File: config.mk
export PLATFORM = sky130hd
export DESIGN_NAME = awbn_norm
export DESIGN_NICKNAME = d
export VERILOG_FILES = /design/src/affine_warp_bilinear_normalize_core_defines.svh /design/src/awbn_pkg.sv /design/src/awbn_norm.sv
export SDC_FILE = /design/constraint.sdc
export NUM_CORES = 1
export LEC_CHECK = 0
export BUFFER_PORTS_ARGS = -buffer_cell sky130_fd_sc_hd__buf_4
export CAP_MARGIN = 20
export CELL_PAD_IN_SITES_DETAIL_PLACEMENT = 1
export CELL_PAD_IN_SITES_GLOBAL_PLACEMENT = 1
export CORE_ASPECT_RATIO = 2
export CORE_UTILIZATION = 35
export CTS_CLUSTER_SIZE = 25
export DETAILED_ROUTE_END_ITERATION = 10
export GPL_TIMING_DRIVEN = 0
export MAX_ROUTING_LAYER = met4
export PLACE_DENSITY_LB_ADDON = 0.05
export SLEW_MARGIN = 25
export SYNTH_ARGS = -nofsm -noshare
export SYNTH_HDL_FRONTEND = slang
export SYNTH_SLANG_ARGS = --single-unit
export TNS_END_PERCENT = 20
File: constraint.sdc
create_clock -name i_clk -period 6.66 [get_ports i_clk]
set_input_delay 0.666 -clock i_clk [delete_from_list [all_inputs] [get_ports i_clk]]
set_output_delay 0.666 -clock i_clk [all_outputs]
set_load 0.01 [all_outputs]
File: src/affine_warp_bilinear_normalize_core_defines.svh
// Assertion macros shared by the warp core.
`ifndef AFFINE_WARP_BILINEAR_NORMALIZE_CORE_DEFINES_SVH
`define AFFINE_WARP_BILINEAR_NORMALIZE_CORE_DEFINES_SVH

// Same-cycle implication.
`define AWBN_ASSERT_IMP(lbl, clk, rstn, ante, cons, msg) \
    lbl: assert property (@(posedge clk) disable iff (!rstn) (ante) |-> (cons)) \
        else $error(msg);

// Next-cycle implication.
`define AWBN_ASSERT_NEXT(lbl, clk, rstn, ante, cons, msg) \
    lbl: assert property (@(posedge clk) disable iff (!rstn) (ante) |=> (cons)) \
        else $error(msg);

`endif

File: src/awbn_pkg.sv
`timescale 1ns / 1ps
package awbn_pkg;

    localparam int DEF_MAX_IMG_W = 256;
    localparam int DEF_MAX_IMG_H = 256;
    localparam int DEF_OUT_W     = 112;
    localparam int DEF_OUT_H     = 112;

    localparam int COEF_W = 32;
    localparam int PROD_W = 40;
    localparam int SUM_W  = 42;
    localparam int IP_W   = 26;
    localparam int FR_W   = 17;
    localparam int WGT_W  = 19;
    localparam int SMP_W  = 10;
    localparam int H_W    = 29;
    localparam int V2_W   = 48;
    localparam int T_W    = 22;
    localparam int RCP_W  = 17;
    localparam int QE_W   = 15;
    localparam int NORM_W = 16;
    localparam int DIM_W  = 14;
    localparam int PIX_W  = 24;

    localparam logic [2:0] REG_INV_XX  = 3'd0;
    localparam logic [2:0] REG_INV_XY  = 3'd1;
    localparam logic [2:0] REG_INV_XO  = 3'd2;
    localparam logic [2:0] REG_INV_YX  = 3'd3;
    localparam logic [2:0] REG_INV_YY  = 3'd4;
    localparam logic [2:0] REG_INV_YO  = 3'd5;
    localparam logic [2:0] REG_IMG_W   = 3'd6;
    localparam logic [2:0] REG_IMG_H   = 3'd7;

    localparam logic signed [COEF_W-1:0] Q16_ONE = 32'sd65536;
    localparam logic [8:0] IMG_DIM_RST = 9'd256;

    // doubled mid-grey
    localparam logic [SMP_W-1:0] GREY2 = 10'd255;

    // 255 * 2^32, rounding offset 255 * 2^17, saturation threshold 255 * 16385
    localparam logic [V2_W:0] NORM_DEN = 49'd1095216660480;
    localparam logic [V2_W+1:0] NORM_RND = 50'd33423360;
    localparam logic [31:0] NORM_SAT_T = 32'd4178175;
    localparam logic [RCP_W-1:0] RECIP_255 = 17'd65793;
    localparam logic [QE_W-1:0] Q_MAX = 15'd16384;

    typedef struct packed {
        logic       wr_en;
        logic [1:0] wr_bank;
        logic [3:0] rd_en;
    } t_mem_ctl;

endpackage

File: src/awbn_norm.sv
`timescale 1ns / 1ps
module awbn_norm (
    input  logic                                     i_clk,
    input  logic                                     i_rst_n,
    input  logic                                     i_valid,
    input  logic signed [awbn_pkg::V2_W-1:0]         i_v2 [3],
    output logic                                     o_valid,
    output logic signed [awbn_pkg::NORM_W-1:0]       o_norm [3]
);

    logic                          r_v1, r_v2, r_v3;
    logic [awbn_pkg::T_W-1:0]      r_t1 [3];
    logic                          r_sat1 [3];
    logic                          r_neg1 [3];
    logic [awbn_pkg::T_W-1:0]      r_t2 [3];
    logic                          r_sat2 [3];
    logic                          r_neg2 [3];
    logic [awbn_pkg::T_W+awbn_pkg::RCP_W-1:0] r_prod [3];
    logic signed [awbn_pkg::NORM_W-1:0] r_out [3];

    logic signed [awbn_pkg::V2_W:0] d [3];
    logic [awbn_pkg::V2_W:0]        mag [3];
    logic [awbn_pkg::V2_W+1:0]      rnd [3];
    logic [31:0]                    t_full [3];
    logic [awbn_pkg::QE_W-1:0]      qe [3];
    logic [awbn_pkg::T_W:0]         rem [3];
    logic [awbn_pkg::QE_W-1:0]      q [3];

    always_comb begin
        for (int c = 0; c < 3; c++) begin
            d[c]      = {i_v2[c][awbn_pkg::V2_W-1], i_v2[c]} - $signed(awbn_pkg::NORM_DEN);
            mag[c]    = d[c][awbn_pkg::V2_W] ? 49'(-d[c]) : 49'(d[c]);
            rnd[c]    = {1'b0, mag[c]} + awbn_pkg::NORM_RND;
            t_full[c] = 32'(rnd[c] >> 18);
            qe[c]     = r_prod[c][awbn_pkg::T_W+awbn_pkg::RCP_W-1 -: awbn_pkg::QE_W];
            rem[c]    = {1'b0, r_t2[c]} - (23'({qe[c], 8'b0}) - 23'(qe[c]));
            if (r_sat2[c]) begin
                q[c] = awbn_pkg::Q_MAX;
            end else if (rem[c] >= 23'd255) begin
                q[c] = qe[c] + 15'd1;
            end else begin
                q[c] = qe[c];
            end
        end
    end

    always_ff @(posedge i_clk) begin
        if (!i_rst_n) begin
            r_v1 <= 1'b0;
            r_v2 <= 1'b0;
            r_v3 <= 1'b0;
        end else begin
            r_v1 <= i_valid;
            r_v2 <= r_v1;
            r_v3 <= r_v2;
        end
    end

    always_ff @(posedge i_clk) begin
        for (int c = 0; c < 3; c++) begin
            r_t1[c]   <= t_full[c][awbn_pkg::T_W-1:0];
            r_sat1[c] <= t_full[c] >= awbn_pkg::NORM_SAT_T;
            r_neg1[c] <= d[c][awbn_pkg::V2_W];
            r_t2[c]   <= r_t1[c];
            r_sat2[c] <= r_sat1[c];
            r_neg2[c] <= r_neg1[c];
            r_prod[c] <= 39'(r_t1[c]) * 39'(awbn_pkg::RECIP_255);
            r_out[c]  <= r_neg2[c] ? -$signed({1'b0, q[c]}) : $signed({1'b0, q[c]});
        end
    end

    assign o_valid = r_v3;
    assign o_norm  = r_out;

endmodule

==> results_dict.tcl <==
set metrics [dict create \
    intPower_mw 5.61 \
    synth_warnings 0 \
    p_seq_share_pct 17.5 \
    synthSimpleGateAreaFrac_pct 20.8 \
    grt_pass1_wl_mm 132 \
    critical_path_arrival_ps 6820 \
    clkSinkCount 240 \
    reg2reg_from "r_prod[0][105]$_DFF_P_" \
    reg2reg_to "o_norm[10]$_DFF_P_" \
    hpwl_mm 72.1 \
    yosys.cell_types.count 116 \
    avgViaCountPerCell 5.56 \
    place_congestion 0.917 \
    fmax_mhz 158 \
    final_hold_viol_count 0 \
    p_comb_share_pct 69.2 \
    area_growth_pct 13.6 \
    post_drt_wl_per_cell_um 20.0 \
    endpoint_kind "flop" \
    cts_buffer_depth 3 \
    insertion_delay_ps 580 \
    min_period_over_period_pct 95.3 \
    ctsRootBufferMaster "clkbuf_16" \
    syn_nets 3600 \
    slew_headroom_pct 23.6 \
    synthTopCellsByArea "dfxtp_1 (19%), ha_1 (18%), xnor2_1 (7.7%)" \
    finalNonFillerCells 4184 \
    die-area_mm2 0.0719 \
    post-synth-top-area-cell "dfxtp_1" \
    ir_worst_vdd_mv 0.306 \
    rows 137 \
    start_util_pct 35.4 \
    period_needed_ps 6350 \
    path_max_fanout 8 \
    track_usage_pct 23.8 \
    cts_tree "done" \
    synth_common_cells "ha_1 (360), inv_1 (313), dfxtp_1 (240)" \
    synth.top_cell.area_share_pct 19.4 \
    setup_violations 0 \
    io_pins 196 \
    p_leak_nw 12.6 \
    postPlaceCellArea_mm2 0.0272 \
    drc 0 \
    fill_cells 8533 \
    cts_hold_buf 0 \
    grt_max_degree 17 \
    post_cts_buffers 0 \
    dp_slack_ps -29.1 \
    dr.pass1.iters 6 \
    wirelength_mm 83.8 \
    fin_tns_setup_ps 0 \
    synth_most_common_cell "ha_1" \
    synthArstFlopShare_pct 0 \
    synth_flop_cell "dfxtp_1" \
    port_buffers 178 \
    die_w_um 190 \
    synth_top_family_by_area "adder cells" \
    syn_inst 3057 \
    synth.avg_cell_area_um2 8.10 \
    grt-ovfl-total 0 \
    rsz0062_at_grt "no" \
    drt-initial-drc-count 617 \
    cts-resized-gates 0 \
    die_y_um 378 \
    synth_mux_area_share_pct 1.60 \
    syn_area_mm2 0.0248 \
    placed_cells 4138 \
    regArea_mm2 0.00480 \
    worstHoldEndpoint "r_v1$_SDFF_PN0_" \
    synth_seq_cells 240 \
    hold_class "in -> reg" \
    finClkSkew_ps 32.4 \
    crit_type "reg -> reg" \
    min_path_cells 2 \
    synth_edf_count 0 \
    clock_power_share_pct 13.3 \
    diodes 0 \
    worstPathRequired_ps 7140 \
    yosys.area_share.adder_pct 21.1 \
    postRouteAntennaNets 0 \
    worst-r2r-setup-slack_ps 310 \
    clkTransAtPathRegs_ps 70 \
    drv_cap 0 \
    crit_path_start_kind "flop" \
    outcome "complete, no violations" \
    drive_above_1_share_pct 11.4 \
    core_area_mm2 0.0699 \
    seq_area_frac_synth_pct 19.4 \
    antenna_found_initial 0 \
    nNetsFinal 3805 \
    p_per_area_mw_per_mm2 410 \
    first_global_vias 25412 \
    finalMaxSlewViolations 0 \
    synth_xor_area_share_pct 10.4 \
    worst-r2r-cell-count 22 \
    fin_area_mm2 0.0281 \
    swShare_pct 51.3 \
    timing.final.ws_setup_ps 314 \
    min_from "i_valid" \
    multi_input_area_mm2 0.0184 \
    worst_pin_slew_ps 1120 \
    p_switching_mw 5.91 \
    via_count 23266 \
    cts_max_level 1 \
    synth_compound_area_share_pct 20.1 \
    numCtsBuffers 25 \
]
-- worst max-delay path: stages, from the launching register on --
cell	delay (ps)
dfxtp_1	570
clkinv_1	460
ha_1	440
inv_1	40
ha_1	360
a211o_1	340
a31o_2	280
a21oi_4	230
mux2_2	380
nor4_1	450
and4b_1	350
buf_2	220
and4_1	220
buf_6	140
nand2_1	200
nand2_1	130
o21ai_0	140
nand2_1	130
ha_1	180
inv_1	70
or4b_4	580
a22o_1	220
o2bb2ai_1	110
-- power by group through the flow --
stage | logic, mW | registers, mW | clock network [mW]
3_5_place_dp | 7.96 | 2.06 | 0
6_report | 7.97 | 2.02 | 1.54
3_3_place_gp | 7.70 | 2.05 | 0
5_1_grt | 8.88 | 2.04 | 1.64
2_1_floorplan | 5.74 | 1.87 | 0
4_1_cts | 8.02 | 2.02 | 1.59
-- area by class of cell --
type	instances	share of cell area, %
Multi-Input combinational cell	2407	65.3
Timing Repair Buffer	178	4.75
Tap cell	903	4.02
Sequential cell	240	17.1
Clock inverter	19	0.850
Clock buffer	27	2.29
Inverter	317	4.23
Buffer	93	1.49
-- per-layer routing --
metal	track usage [%]	wire, um	up-vias
met3	1.36	1780	165
li1	-	-	11374
met4	12.0	4370	0
met1	20.6	28600	11304
met5	-	0	-
met2	49.7	49100	423
-- cells in the final DEF (no fill, tap or decap), types with 25 or more instances in the layout --
| cell type | n |
|---|---|
| nor2_1 | 227 |
| dfxtp_1 | 240 |
| nand2_1 | 191 |
| nor4_1 | 35 |
| buf_4 | 183 |
| or3_1 | 31 |
| xor2_1 | 77 |
| a31oi_1 | 28 |
| a21oi_1 | 151 |
| nand2b_1 | 33 |
| a21o_1 | 46 |
| xnor2_1 | 217 |
| o211ai_1 | 32 |
| nand3_1 | 92 |
| fa_1 | 36 |
| nor3_1 | 74 |
| nand4_1 | 45 |
| mux2i_1 | 26 |
| clkbuf_16 | 25 |
| ha_1 | 360 |
| o21ai_0 | 140 |
| o31ai_1 | 33 |
| a211oi_1 | 39 |
| and3_1 | 47 |
| clkbuf_1 | 59 |
| inv_1 | 313 |
-- worst max-delay path by stage --
stage	from	end	slack, ps	cells past startpoint
2_1_floorplan	i_v2[128]	r_sat1[0][0]$_DFF_P_	1850	20
3_3_place_gp	i_v2[129]	r_sat1[0][0]$_DFF_P_	-50	21
3_5_place_dp	i_v2[129]	r_sat1[0][0]$_DFF_P_	-30	21
4_1_cts	r_prod[0][105]$_DFF_P_	o_norm[10]$_DFF_P_	290	22
5_1_grt	r_prod[0][104]$_DFF_P_	o_norm[10]$_DFF_P_	90	22
6_report	r_prod[0][105]$_DFF_P_	o_norm[10]$_DFF_P_	310	22
-- cell families (layout without fill, tap and decap cells) --
logic type,Yosys count,count (layout)
mux,38,38
fa+ha+maj,397,397
buf+inv,410,634
compound gates,714,714
xor+xnor,294,294
simple gates,964,964
flops,240,240
-- metrics by stage --
stage	utilization [%]	power (mW)	hold slack, ps
2_1_floorplan	-	7.61	310
3_3_place_gp	38.9	9.75	315
3_5_place_dp	38.9	10.0	316
4_1_cts	40.2	11.6	260
5_1_grt	40.2	12.6	276
6_report	40.2	11.5	295
-- sequential cells by signal (all words and copies together) (netlist names) --
name,cells
o_norm,48
o_valid,1
r_neg1,3
r_neg2,3
r_prod,69
r_sat1,3
r_sat2,3
r_t1,66
r_t2,42
r_v1,1
r_v2,1
No activity file was read; power rests on OpenSTA's default activity.
